**config.mk**
```make
export PLATFORM = sky130hd
export DESIGN_NAME = two_priority_event_queue_with_timer_top
export DESIGN_NICKNAME = d
export VERILOG_FILES = /design/src/rtl/core/tpeq_pkg.sv /design/src/rtl/core/tpeq_div.sv /design/src/rtl/core/two_priority_event_queue_with_timer_top.sv
export SDC_FILE = /design/constraint.sdc
export NUM_CORES = 2
export LEC_CHECK = 0
export BUFFER_PORTS_ARGS = -buffer_cell sky130_fd_sc_hd__buf_2
export CAP_MARGIN = 10
export CORE_ASPECT_RATIO = 2
export CORE_MARGIN = 4
export CORE_UTILIZATION = 45
export CTS_CLUSTER_DIAMETER = 80
export DETAILED_ROUTE_END_ITERATION = 12
export GPL_TIMING_DRIVEN = 0
export PLACE_DENSITY_LB_ADDON = 0.2
export SLEW_MARGIN = 30
export SYNTH_ARGS = -nofsm -noshare
export SYNTH_HDL_FRONTEND = slang
export SYNTH_SLANG_ARGS = --single-unit
```
**constraint.sdc**
```tcl
create_clock -name clk -period 11 [get_ports clk]
set_input_delay 2.2 -clock clk [delete_from_list [all_inputs] [get_ports clk]]
set_output_delay 2.2 -clock clk [all_outputs]
set_load 0.01 [all_outputs]
```
**src/rtl/core/tpeq_pkg.sv**
```systemverilog
// shared types, constants and codes of the two-priority event queue
package tpeq_pkg;

  localparam int LOW_DEPTH         = 16;
  localparam int HIGH_DEPTH        = 16;
  localparam int MAX_SUBSCRIBERS   = 16;
  localparam int MAX_TIMER_CLIENTS = 4;

  localparam int LPTR_W = $clog2(2 * LOW_DEPTH);
  localparam int LIDX_W = $clog2(LOW_DEPTH);
  localparam int HPTR_W = $clog2(2 * HIGH_DEPTH);
  localparam int HIDX_W = $clog2(HIGH_DEPTH);

  localparam int DIV_STEPS = 32;
  localparam int DIV_CNT_W = $clog2(DIV_STEPS);

  localparam logic [1:0] CMD_SEND    = 2'd0;
  localparam logic [1:0] CMD_POLL    = 2'd1;
  localparam logic [1:0] CMD_START   = 2'd2;
  localparam logic [1:0] CMD_UNKNOWN = 2'd3;

  localparam logic [2:0] ST_NONE    = 3'd0;
  localparam logic [2:0] ST_POPPED  = 3'd1;
  localparam logic [2:0] ST_SENT    = 3'd2;
  localparam logic [2:0] ST_DROPPED = 3'd3;
  localparam logic [2:0] ST_STARTED = 3'd4;
  localparam logic [2:0] ST_TICKS   = 3'd5;

  localparam logic [2:0] REG_TIMER_PERIOD   = 3'd0;
  localparam logic [2:0] REG_TIMER_CLIENTS  = 3'd1;
  localparam logic [2:0] REG_TIMER_IDS      = 3'd2;
  localparam logic [2:0] REG_SUB_COUNT      = 3'd3;
  localparam logic [2:0] REG_SUB_IDS_LOW    = 3'd4;
  localparam logic [2:0] REG_SUB_IDS_HIGH   = 3'd5;
  localparam logic [2:0] REG_REQUEST_TYPE   = 3'd6;
  localparam logic [2:0] REG_TIMER_CODES    = 3'd7;

  typedef struct packed {
    logic [1:0]  cmd;
    logic [31:0] now_ms;
    logic [7:0]  event_type;
    logic [7:0]  service;
    logic [7:0]  event_id;
    logic [15:0] arg_x;
    logic [7:0]  arg_y;
    logic [7:0]  arg_z;
  } in_word_t;

  typedef struct packed {
    logic [2:0]  status;
    logic [7:0]  out_type;
    logic [7:0]  out_service;
    logic [7:0]  out_event_id;
    logic [15:0] out_x;
    logic [7:0]  out_y;
    logic [7:0]  out_z;
    logic        matched;
    logic [3:0]  subscriber_index;
    logic [15:0] missed_ticks;
  } out_word_t;

  typedef struct packed {
    logic [7:0]  ev_type;
    logic [7:0]  service;
    logic [7:0]  event_id;
    logic [15:0] x;
    logic [7:0]  y;
    logic [7:0]  z;
  } ev_t;

  typedef struct packed {
    logic        start;
    logic [31:0] dividend;
    logic [15:0] divisor;
  } div_req_t;

  typedef struct packed {
    logic        done;
    logic [31:0] quot;
    logic [15:0] rem;
  } div_rsp_t;

endpackage

```
**src/rtl/core/tpeq_div.sv**
```systemverilog
// restoring divider, 32-bit dividend by 16-bit divisor, one quotient bit a cycle
module tpeq_div (
  input  logic               clk,
  input  logic               rst,
  input  tpeq_pkg::div_req_t req,
  output tpeq_pkg::div_rsp_t rsp
);
  import tpeq_pkg::*;

  logic                 busy;
  logic                 done;
  logic [DIV_CNT_W-1:0] cnt;
  logic [31:0]          dvd;
  logic [15:0]          rem;
  logic [15:0]          dvs;

  logic [16:0] trial;
  logic [16:0] diff;
  logic        qbit;
  logic [15:0] rem_next;

  always_comb begin
    trial = {rem, dvd[31]};
    diff  = trial - {1'b0, dvs};
    qbit  = (trial >= {1'b0, dvs});
    rem_next = qbit ? diff[15:0] : trial[15:0];
  end

  always_ff @(posedge clk) begin
    if (rst) begin
      busy <= 1'b0;
      done <= 1'b0;
      cnt  <= '0;
    end else begin
      done <= 1'b0;
      if (req.start) begin
        busy <= 1'b1;
        cnt  <= '0;
        dvd  <= req.dividend;
        dvs  <= req.divisor;
        rem  <= '0;
      end else if (busy) begin
        rem <= rem_next;
        // quotient bits fill the dividend register from the bottom
        dvd <= {dvd[30:0], qbit};
        cnt <= cnt + 1'b1;
        if (cnt == DIV_CNT_W'(DIV_STEPS - 1)) begin
          busy <= 1'b0;
          done <= 1'b1;
        end
      end
    end
  end

  assign rsp.done = done;
  assign rsp.quot = dvd;
  assign rsp.rem  = rem;

endmodule

```
**src/rtl/core/two_priority_event_queue_with_timer_top.sv**
```systemverilog
// two-priority event queue with periodic timer: rings, timer and control
//
//  channel  direction  handshake            word
//  in       in         in_valid / in_stall   in_data   (in_word_t)
//  out      out        out_valid / out_stall out_data  (out_word_t)
//  cfg      in         cfg_valid / cfg_ready cfg_index, cfg_data
//
// send, start timer and an empty poll finish in the execute state; a pop goes on
// through ring read, subscriber compare and priority encode. a due poll queues a tick
// per client; catch-up needs the serial divider for the count of missed periods.
// reset is synchronous; the rings need no clearing pass since a slot is only read
// after it was written. a new word is taken while the last result waits on out_stall.
module two_priority_event_queue_with_timer_top (
  input  logic               clk,
  input  logic               rst,
  input  logic               in_valid,
  output logic               in_stall,
  input  tpeq_pkg::in_word_t in_data,
  output logic               out_valid,
  input  logic               out_stall,
  output tpeq_pkg::out_word_t out_data,
  input  logic               cfg_valid,
  output logic               cfg_ready,
  input  logic [2:0]         cfg_index,
  input  logic [63:0]        cfg_data
);
  import tpeq_pkg::*;

  typedef enum logic [8:0] {
    S_IDLE  = 9'b000000001,
    S_EXEC  = 9'b000000010,
    S_READ  = 9'b000000100,
    S_MATCH = 9'b000001000,
    S_TICK  = 9'b000010000,
    S_ADV1  = 9'b000100000,
    S_ADV2  = 9'b001000000,
    S_DIV   = 9'b010000000,
    S_DONE  = 9'b100000000
  } state_t;

  state_t state;

  // configuration
  logic [15:0]  timer_period;
  logic [2:0]   timer_client_count;
  logic [31:0]  timer_client_ids;
  logic [4:0]   subscriber_count;
  logic [127:0] sub_tab;
  logic [7:0]   request_type_code;
  logic [15:0]  timer_event_codes;

  in_word_t  req;
  out_word_t res;
  out_word_t res_out;
  logic [2:0] ex_status;
  logic       out_load;

  logic [LPTR_W-1:0] lwp, lrp;
  logic [HPTR_W-1:0] hwp, hrp;
  logic [31:0]       next_due;
  logic              running;
  logic [15:0]       missed;
  logic [2:0]        tick_i;
  logic [33:0]       dsum;
  logic [MAX_SUBSCRIBERS-1:0] match_vec;
  logic              rd_high;

  // ring memories
  ev_t low_mem  [LOW_DEPTH];
  ev_t high_mem [HIGH_DEPTH];
  ev_t l_rdata, h_rdata;
  logic l_we, h_we;
  ev_t  l_wd, h_wd;

  // ring status
  logic [LPTR_W:0]   l_fill;
  logic [HPTR_W:0]   h_fill;
  logic              l_full, h_full, l_empty, h_empty;
  logic [LIDX_W-1:0] l_widx, l_ridx;
  logic [HIDX_W-1:0] h_widx, h_ridx;
  logic [LPTR_W-1:0] lwp_inc, lrp_inc;
  logic [HPTR_W-1:0] hwp_inc, hrp_inc;

  logic [2:0] n_cli;
  logic [4:0] n_sub;
  logic       to_low;
  logic       due;
  ev_t        send_ev, tick_ev, pop_ev;
  logic       tick_push;

  div_req_t div_req;
  div_rsp_t div_rsp;
  logic [17:0] missed_sum;

  logic [3:0] first_idx;

  always_comb begin
    l_fill = {1'b0, lwp} - {1'b0, lrp};
    if (lwp < lrp) l_fill = l_fill + (LPTR_W+1)'(2 * LOW_DEPTH);
    h_fill = {1'b0, hwp} - {1'b0, hrp};
    if (hwp < hrp) h_fill = h_fill + (HPTR_W+1)'(2 * HIGH_DEPTH);
    l_full  = (l_fill == (LPTR_W+1)'(LOW_DEPTH));
    h_full  = (h_fill == (HPTR_W+1)'(HIGH_DEPTH));
    l_empty = (lwp == lrp);
    h_empty = (hwp == hrp);

    l_widx = (lwp >= LPTR_W'(LOW_DEPTH)) ? LIDX_W'(lwp - LPTR_W'(LOW_DEPTH)) : LIDX_W'(lwp);
    l_ridx = (lrp >= LPTR_W'(LOW_DEPTH)) ? LIDX_W'(lrp - LPTR_W'(LOW_DEPTH)) : LIDX_W'(lrp);
    h_widx = (hwp >= HPTR_W'(HIGH_DEPTH)) ? HIDX_W'(hwp - HPTR_W'(HIGH_DEPTH))
                                          : HIDX_W'(hwp);
    h_ridx = (hrp >= HPTR_W'(HIGH_DEPTH)) ? HIDX_W'(hrp - HPTR_W'(HIGH_DEPTH))
                                          : HIDX_W'(hrp);

    lwp_inc = (lwp == LPTR_W'(2 * LOW_DEPTH - 1)) ? '0 : lwp + 1'b1;
    lrp_inc = (lrp == LPTR_W'(2 * LOW_DEPTH - 1)) ? '0 : lrp + 1'b1;
    hwp_inc = (hwp == HPTR_W'(2 * HIGH_DEPTH - 1)) ? '0 : hwp + 1'b1;
    hrp_inc = (hrp == HPTR_W'(2 * HIGH_DEPTH - 1)) ? '0 : hrp + 1'b1;
  end

  always_comb begin
    n_cli = (timer_client_count > 3'(MAX_TIMER_CLIENTS)) ? 3'(MAX_TIMER_CLIENTS)
                                                         : timer_client_count;
    n_sub = (subscriber_count > 5'(MAX_SUBSCRIBERS)) ? 5'(MAX_SUBSCRIBERS)
                                                     : subscriber_count;
    to_low = (req.event_type == request_type_code);
    due    = running && (req.now_ms >= next_due);

    send_ev.ev_type  = req.event_type;
    send_ev.service  = req.service;
    send_ev.event_id = req.event_id;
    send_ev.x        = req.arg_x;
    send_ev.y        = req.arg_y;
    send_ev.z        = req.arg_z;

    tick_ev.ev_type  = timer_event_codes[7:0];
    tick_ev.event_id = timer_event_codes[15:8];
    tick_ev.service  = timer_client_ids[8*tick_i[1:0] +: 8];
    tick_ev.x        = '0;
    tick_ev.y        = '0;
    tick_ev.z        = '0;

    tick_push = (state == S_TICK) && (tick_i < n_cli);

    l_we = (state == S_EXEC) && (req.cmd == CMD_SEND) && to_low && !l_full;
    l_wd = send_ev;
    h_we = 1'b0;
    h_wd = send_ev;
    if ((state == S_EXEC) && (req.cmd == CMD_SEND) && !to_low && !h_full) h_we = 1'b1;
    if (tick_push && !h_full) begin
      h_we = 1'b1;
      h_wd = tick_ev;
    end

    pop_ev = rd_high ? h_rdata : l_rdata;
  end

  // status of the commands that finish in the execute cycle
  always_comb begin
    ex_status = ST_NONE;
    case (req.cmd)
      CMD_SEND:  ex_status = (to_low ? l_full : h_full) ? ST_DROPPED : ST_SENT;
      CMD_START: ex_status = ST_STARTED;
      default: ;
    endcase
  end

  always_comb begin
    res_out              = res;
    res_out.missed_ticks = missed;
    out_load             = (state == S_DONE) && (!out_valid || !out_stall);
  end

  // the read port follows the read pointer, so data is ready the cycle after a pop
  always_ff @(posedge clk) begin
    if (l_we) low_mem[l_widx] <= l_wd;
    l_rdata <= low_mem[l_ridx];
  end

  always_ff @(posedge clk) begin
    if (h_we) high_mem[h_widx] <= h_wd;
    h_rdata <= high_mem[h_ridx];
  end

  always_comb begin
    first_idx = '0;
    for (int k = MAX_SUBSCRIBERS - 1; k >= 0; k--) begin
      if (match_vec[k]) first_idx = 4'(k);
    end
  end

  always_comb begin
    div_req.start    = (state == S_ADV2) && ({2'b0, req.now_ms} >= dsum);
    div_req.dividend = req.now_ms - dsum[31:0];
    div_req.divisor  = timer_period;
    missed_sum = 18'(missed) + 18'(div_rsp.quot[15:0]) + 18'd1;
  end

  tpeq_div u_div (
    .clk (clk),
    .rst (rst),
    .req (div_req),
    .rsp (div_rsp)
  );

  assign cfg_ready = 1'b1;
  assign in_stall  = (state != S_IDLE);

  always_ff @(posedge clk) begin
    if (rst) begin
      timer_period       <= '0;
      timer_client_count <= '0;
      timer_client_ids   <= '0;
      subscriber_count   <= '0;
      sub_tab            <= '0;
      request_type_code  <= '0;
      timer_event_codes  <= '0;
    end else if (cfg_valid && cfg_ready) begin
      case (cfg_index)
        REG_TIMER_PERIOD:  timer_period       <= cfg_data[15:0];
        REG_TIMER_CLIENTS: timer_client_count <= cfg_data[2:0];
        REG_TIMER_IDS:     timer_client_ids   <= cfg_data[31:0];
        REG_SUB_COUNT:     subscriber_count   <= cfg_data[4:0];
        REG_SUB_IDS_LOW:   sub_tab[63:0]      <= cfg_data;
        REG_SUB_IDS_HIGH:  sub_tab[127:64]    <= cfg_data;
        REG_REQUEST_TYPE:  request_type_code  <= cfg_data[7:0];
        REG_TIMER_CODES:   timer_event_codes  <= cfg_data[15:0];
        default: ;
      endcase
    end
  end

  always_ff @(posedge clk) begin
    if (rst) begin
      state     <= S_IDLE;
      lwp       <= '0;
      lrp       <= '0;
      hwp       <= '0;
      hrp       <= '0;
      next_due  <= '0;
      running   <= 1'b0;
      missed    <= '0;
      out_valid <= 1'b0;
    end else begin
      if (out_load) out_valid <= 1'b1;
      else if (out_valid && !out_stall) out_valid <= 1'b0;
      if (l_we) lwp <= lwp_inc;
      if (h_we) hwp <= hwp_inc;

      case (state)
        S_IDLE: begin
          if (in_valid) begin
            req   <= in_data;
            state <= S_EXEC;
          end
        end

        S_EXEC: begin
          res   <= {ex_status, {($bits(out_word_t) - 3){1'b0}}};
          state <= S_DONE;
          case (req.cmd)
            CMD_POLL: begin
              if (!h_empty) begin
                hrp     <= hrp_inc;
                rd_high <= 1'b1;
                state   <= S_READ;
              end else if (due) begin
                tick_i <= '0;
                state  <= S_TICK;
              end else if (!l_empty) begin
                lrp     <= lrp_inc;
                rd_high <= 1'b0;
                state   <= S_READ;
              end
            end
            CMD_START: begin
              next_due <= req.now_ms + 32'(timer_period);
              running  <= 1'b1;
            end
            default: ;
          endcase
        end

        S_READ: begin
          res.status       <= ST_POPPED;
          res.out_type     <= pop_ev.ev_type;
          res.out_service  <= pop_ev.service;
          res.out_event_id <= pop_ev.event_id;
          res.out_x        <= pop_ev.x;
          res.out_y        <= pop_ev.y;
          res.out_z        <= pop_ev.z;
          for (int k = 0; k < MAX_SUBSCRIBERS; k++) begin
            match_vec[k] <= (5'(k) < n_sub) && (sub_tab[8*k +: 8] == pop_ev.service);
          end
          state <= S_MATCH;
        end

        S_MATCH: begin
          res.matched          <= |match_vec;
          res.subscriber_index <= first_idx;
          state                <= S_DONE;
        end

        S_TICK: begin
          res.status <= ST_TICKS;
          if (tick_push) begin
            tick_i <= tick_i + 1'b1;
          end else if (timer_period == '0) begin
            state <= S_DONE;
          end else begin
            dsum  <= {2'b0, next_due} + 34'(timer_period);
            state <= S_ADV1;
          end
        end

        S_ADV1: begin
          if ({2'b0, req.now_ms} >= dsum) begin
            dsum  <= dsum + 34'(timer_period);
            state <= S_ADV2;
          end else begin
            next_due <= dsum[31:0];
            state    <= S_DONE;
          end
        end

        S_ADV2: begin
          if (div_req.start) begin
            state <= S_DIV;
          end else begin
            next_due <= dsum[31:0];
            state    <= S_DONE;
          end
        end

        S_DIV: begin
          if (div_rsp.done) begin
            // whole periods past the second step land just beyond now
            next_due <= req.now_ms - 32'(div_rsp.rem) + 32'(timer_period);
            if ((|div_rsp.quot[31:16]) || (|missed_sum[17:16])) missed <= '1;
            else missed <= missed_sum[15:0];
            state <= S_DONE;
          end
        end

        S_DONE: begin
          if (out_load) begin
            out_data <= res_out;
            state    <= S_IDLE;
          end
        end

        default: state <= S_IDLE;
      endcase
    end
  end

  a_accept_idle: assert property (@(posedge clk) disable iff (rst)
    (in_valid && !in_stall) |-> (state == S_IDLE))
    else $error("word taken while busy");

  a_low_fill: assert property (@(posedge clk) disable iff (rst)
    l_fill <= (LPTR_W+1)'(LOW_DEPTH))
    else $error("low ring over-filled");

  a_high_fill: assert property (@(posedge clk) disable iff (rst)
    h_fill <= (HPTR_W+1)'(HIGH_DEPTH))
    else $error("high ring over-filled");

  a_match_pop: assert property (@(posedge clk) disable iff (rst)
    (out_valid && out_data.status != ST_POPPED) |-> !out_data.matched)
    else $error("match flagged without pop");

  a_div_wait: assert property (@(posedge clk) disable iff (rst)
    div_rsp.done |-> (state == S_DIV))
    else $error("divider finished outside catch-up");

endmodule

```
; Word-level counts from Yosys, hierarchy flattened
; Memories as Yosys holds them, arrays and structs flattened. A register that Yosys moved wholly into a read port is not among the register bits.
; Cells that the tools add are included.
[op_classes]
add_sub_neg = 23
order_cmp = 28
n_eq_ne = 60
shift = 1
muxes = 81
n_bitwise = 5
reduce_logical = 75
[ops]
columns = op, count
row1 = 32-bit two-way mux, 6
row2 = 8-bit == test, 17
row3 = 32-bit case mux with 4 select lines, 1
row4 = 56-bit two-way mux, 2
row5 = 56-bit case mux with 2 select lines, 1
row6 = 34-bit two-way mux, 3
row7 = 9-bit two-way mux, 11
row8 = 9-bit case mux with 9 select lines, 1
row9 = 4-bit two-way mux, 20
row10 = 34-bit case mux with 2 select lines, 1
row11 = 32-bit by 16-bit adder with 32-bit output, 2
row12 = 16-bit two-way mux, 3
row13 = 4-bit by 5-bit less-than comparator with 1-bit output (first input constant), 8
row14 = 34-bit by 16-bit adder with 34-bit output, 1
row15 = 32-bit by 34-bit greater-or-equal comparator with 1-bit output, 1
row16 = 32-bit by 16-bit adder with 33-bit output, 1
row17 = 32-bit greater-or-equal comparator, 1
row18 = 2-bit AND reduction, 16
row19 = 16-bit OR reduction, 2
row20 = 32-bit by 6-bit indexed part select with 8-bit output, 1
row21 = 32-bit by 16-bit subtractor with 32-bit output, 1
row22 = 32-bit subtractor, 1
row23 = 1-bit logical AND, 27
row24 = 5-bit by 1-bit adder with 5-bit output (second input constant), 5
row25 = 58 further kinds, 140
[totals]
ff_bits = 646
ram_bits = 1792
in_bits = 162
wordCells = 329
memories = 2
[memory_table]
columns = name, depth, word_bits, rd, rd_ports_with_merged_regs, write_ports, line_no
row1 = high_mem, 16, 56, 1, 1, 1, two_priority_event_queue_with_timer_top.sv:70  ; ev_t high_mem [HIGH_DEPTH];
row2 = low_mem, 16, 56, 1, 1, 1, two_priority_event_queue_with_timer_top.sv:69  ; ev_t low_mem [LOW_DEPTH];

; Depth between registers and ports, before layout
[logic_depth]
word_depth = 17
ltp_mapped = 16
mapped_depth_nobuf = 16

; Hierarchy
; A second synthesis with hierarchy kept.
[hier_totals]
hier_cells = 6311
hier_area_um2 = 105072.0
[modules_own_cells]
columns = module, n_inst, cells_each, area_per_inst_um2, seq_area_each_um2
row1 = two_priority_event_queue_with_timer_top, 1, 6012, 101347.2, 70447.6
row2 = tpeq_div, 1, 299, 3724.8, 2062.0

; Least setup slack after synthesis
; Ideal clock, no wire load.
[synth_path]
path_type = in2reg
start = input port rst
end = register req, in the netlist l_wd[0] (enable)
arrival_ps = 9142
required_time_ps = 10332
path_slack_ps = 1190
path_stages = 3
n_path_buf = 2
path_cell_list = clkbuf_1 > clkbuf_1 > nor3b_1
[synth_between]
elab_chain_cells = 2
[synth_lines]
columns = element, line_no
row1 = start: declaration, two_priority_event_queue_with_timer_top.sv:15  ; input logic rst,
row2 = 1-bit inverter (no source line), -
row3 = 3-bit AND reduction (no source line), -
row4 = end signal: assignment, two_priority_event_queue_with_timer_top.sv:252  ; req <= in_data;
row5 = end: declaration, two_priority_event_queue_with_timer_top.sv:52  ; in_word_t req;
; No other way between the ends.
; A chain may end at the register's enable or synchronous reset.

==> impl_metrics.yaml <==
floorplan:
  fp.dieH_um: 691
  core_area_um2: 232000
  dieArea_um2: 242000
  pin_count: 245
  dieWidth_um: 350
  start_util_pct: 45.2
  rows: 250
synthesis:
  synth_fp_nets: 6794
  ys.flop_type: "edfxtp_1"
  synth_compound_area_share_pct: 4.71
  synthCells: 6391
  syn_area_per_cell_um2: 16.4
  synth-simple-area-share_pct: 5.62
  synth_top_family_by_area: "multiplexers"
  synthMuxAreaShare_pct: 13.3
  synth_fa_ha_area_share_pct: 3.03
  synth_cell_types: 86
  yosysSeqAreaShare_pct: 69.0
  syn_area_um2: 105000
  yosysWarnings: 0
  synthXorXnorAreaFrac_pct: 2.44
  async_flop_share_pct: 0
  ys_seq_elements: 2550
  synth_edf_count: 2144
worst_setup_path:
  crit_slowest_cell: "a211oi_1"
  cpPeakStageDelay_ns: 0.80
  r2r-start: "hrp[2]"
  crit_path_end_kind: "flip-flop"
  crit_path_start_kind: "flip-flop"
  critPathArrivalTime_ns: 7.23
  cp_max_fo: 16
  required_ns: 11.55
  crit_chain: "clkbuf_1 > buf_1 > buf_1 > inv_1 > ha_1 > o21ai_0 > nor4bb_1 > o21bai_1 > a211oi_1 > or4_1 > clkbuf_1 > buf_2 > clkbuf_1 > and2_1"
  worst_path_most_repeated_cell: "clkbuf_1"
  crit_type: "flip-flop to flip-flop"
  crit_path_start: "hrp[2]"
global_route:
  grt_max_degree: 24
  grt_pass1_wl_um: 445000
  grt_pass1_vias: 62400
  antenna_found_initial: 20
  gr-total-overflow: 0
  track_usage_pct: 25.9
route:
  top_layer: "met5"
  drt_iter0_drc: 5131
  drc: 0
  post_drt_wl_per_cell_um: 30.5
  vias_per_cell: 5.83
  vias: 60100
  dr_wl_met2_um: 168000
  drtPass1Iterations: 8
  antenna_left: 0
  wl_um: 314000
  wl_met3_um: 14400
  met1Wirelength_um: 107000
timing:
  maxSlewHeadroom_pct: 27.4
  fin_crit_sh_pct: 60.7
  max_freq_mhz: 150
  hold_ws_ns: 0.409
  hold_violations: 0
  worst_slew_pin_slew_ns: 1.09
  layout_min_cycle_time_ns: 6.68
  final_max_slew_viol_count: 0
  setup_viol: 0
  tns_ns: 0
  skew_ns: 0.0837
  rsz0062_at_grt: "no"
  setup_slack_ns: 4.32
pwr:
  power_leakage_uw: 0.0405
  p_per_area_nw_per_um2: 157
  ir_drop_mv: 0.125
run_status:
  status: "complete, no violations"
layout:
  area_growth_pct: 15.8
  design_area_um2: 122000
  final_nets: 7478
  drive_above_1_share_pct: 21.6
placement:
  dpl_worst_slack_ns: 4.21
  port_buffers: 237
  place_congestion: 0.964
  postPlaceCellArea_um2: 114000
  dpl.hpwl_um: 234000
clocking:
  root_buffer: "clkbuf_16"
  clk_latency_ns: 0.92
  post-cts-setup-buffers: 0
  cts.clk_slew.worst_paths_ns: 0.07
  ctsResizeCount: 0
  clockBufferDepth: 4
  cts_num_sinks: 2550
  cts_htree_levels: 4
  cts-hold-fix-buffers: 0
  cts_tree: "built"
  numCtsBuffers: 223
worst_hold_path:
  hold_path.class: "flip-flop to flip-flop"
  hold_start: "res[60]"
run:
  drv_cap: 0
-- metrics by stage --
step	util, %	cells	power (uW)
floorplan	-	6391	11000
global placement	47.4	9652	11200
detailed placement	49.2	9873	11200
CTS	52.4	10300	19200
global route	52.4	10300	19600
finish	52.4	10300	19100
-- critical path, delay by kind of cell, from the launching register on --
kind | cells | cell delay, ns
flops | 1 | 0.31
fa+ha+maj | 1 | 0.37
buf+inv | 7 | 3.37
compound gates | 3 | 1.05
simple gates | 3 | 1.18
-- sequential cells by signal, indices dropped and copies added (netlist names), 32 cells and up --
name	count
high_mem	896
out_data	80
l_rdata	56
next_due	32
h_rdata	56
timer_client_ids	32
l_wd	56
req	34
low_mem	896
res	64
u_div.dvd	32
dsum	34
sub_tab	128
-- cell families after synthesis --
| logic type | after synthesis |
|---|---|
| mux | 680 |
| buf+inv | 513 |
| xor+xnor | 293 |
| flops | 2550 |
| fa+ha+maj | 241 |
| simple gates | 1309 |
| compound gates | 804 |
| other cells | 1 |
-- path summary, 6_finish.rpt --
| kind | end | slack (ns) | cells past startpoint |
|---|---|---|---|
| max | high_mem[6][14] | 4.32 | 14 |
| min | out_data[60] | 0.41 | 0 |
| max reg2reg | high_mem[6][14] | 4.32 | 14 |
| min reg2reg | out_data[60] | 0.41 | 0 |
-- layout make-up --
type / count / area, um^2
antenna: 10 / 25.0
fill: 18900 / 111000
buffer: 286 / 1200
timing repair buffer: 459 / 4890
clock inverter: 110 / 1180
inverter: 227 / 852
sequential: 2550 / 72500
multi-input combinational: 3328 / 30900
tap: 3024 / 3780
clock buffer: 302 / 6200
-- synthesized netlist by cell type (all sizes together) (19+ instances only) --
cell type  instances  share of area, %
and2              43              0.26
nor2b             26              0.15
nand4             42              0.25
a211oi            55              0.39
o21ai            141              0.68
buf               79              0.32
nand2b            29              0.17
ha               219               2.6
nand2            597               2.1
clkbuf           207              0.74
dfxtp            406               7.7
o21bai            23              0.16
xnor2            164               1.4
nand3             72              0.34
nor2             292               1.0
mux4             568                12
or3               19              0.11
a21oi            356               1.7
nor3              69              0.33
a221oi            22              0.18
xor2             129               1.1
nor4              37              0.23
a21o              64              0.46
mux2i             85              0.81
edfxtp          2144                61
mux2              27              0.29
fa                22              0.42
and3              29              0.17
inv              226              0.81
-- report_power, final --
group / total, uW / leakage, uW / switching, uW / internal [uW]
sequential: 10600 / 0.0227 / 99.2 / 10500
clock: 8030 / 0.00361 / 3570 / 4460
combinational: 460 / 0.0142 / 307 / 153
total: 19100 / 0.0405 / 3980 / 15100
-- per-layer routing --
layer / GRT usage, % / vias up
met5: 0 / -
met4: 17.1 / 6
met3: 2.67 / 702
met2: 47.4 / 2193
met1: 28.2 / 31000
li1: - / 26100
-- layout by cell type, fill, tap and decap left out, types with 134 or more instances in the layout --
cell type,netlist,layout
nor2_1,291,263
o21ai_0,134,134
mux4_2,568,568
buf_2,17,291
edfxtp_1,2144,2144
dfxtp_1,406,406
xnor2_1,164,164
clkbuf_1,207,232
nand2_1,596,596
ha_1,219,219
a21oi_1,354,352
clkbuf_16,0,226
inv_1,226,226
No activity file was read; power rests on OpenSTA's default activity.
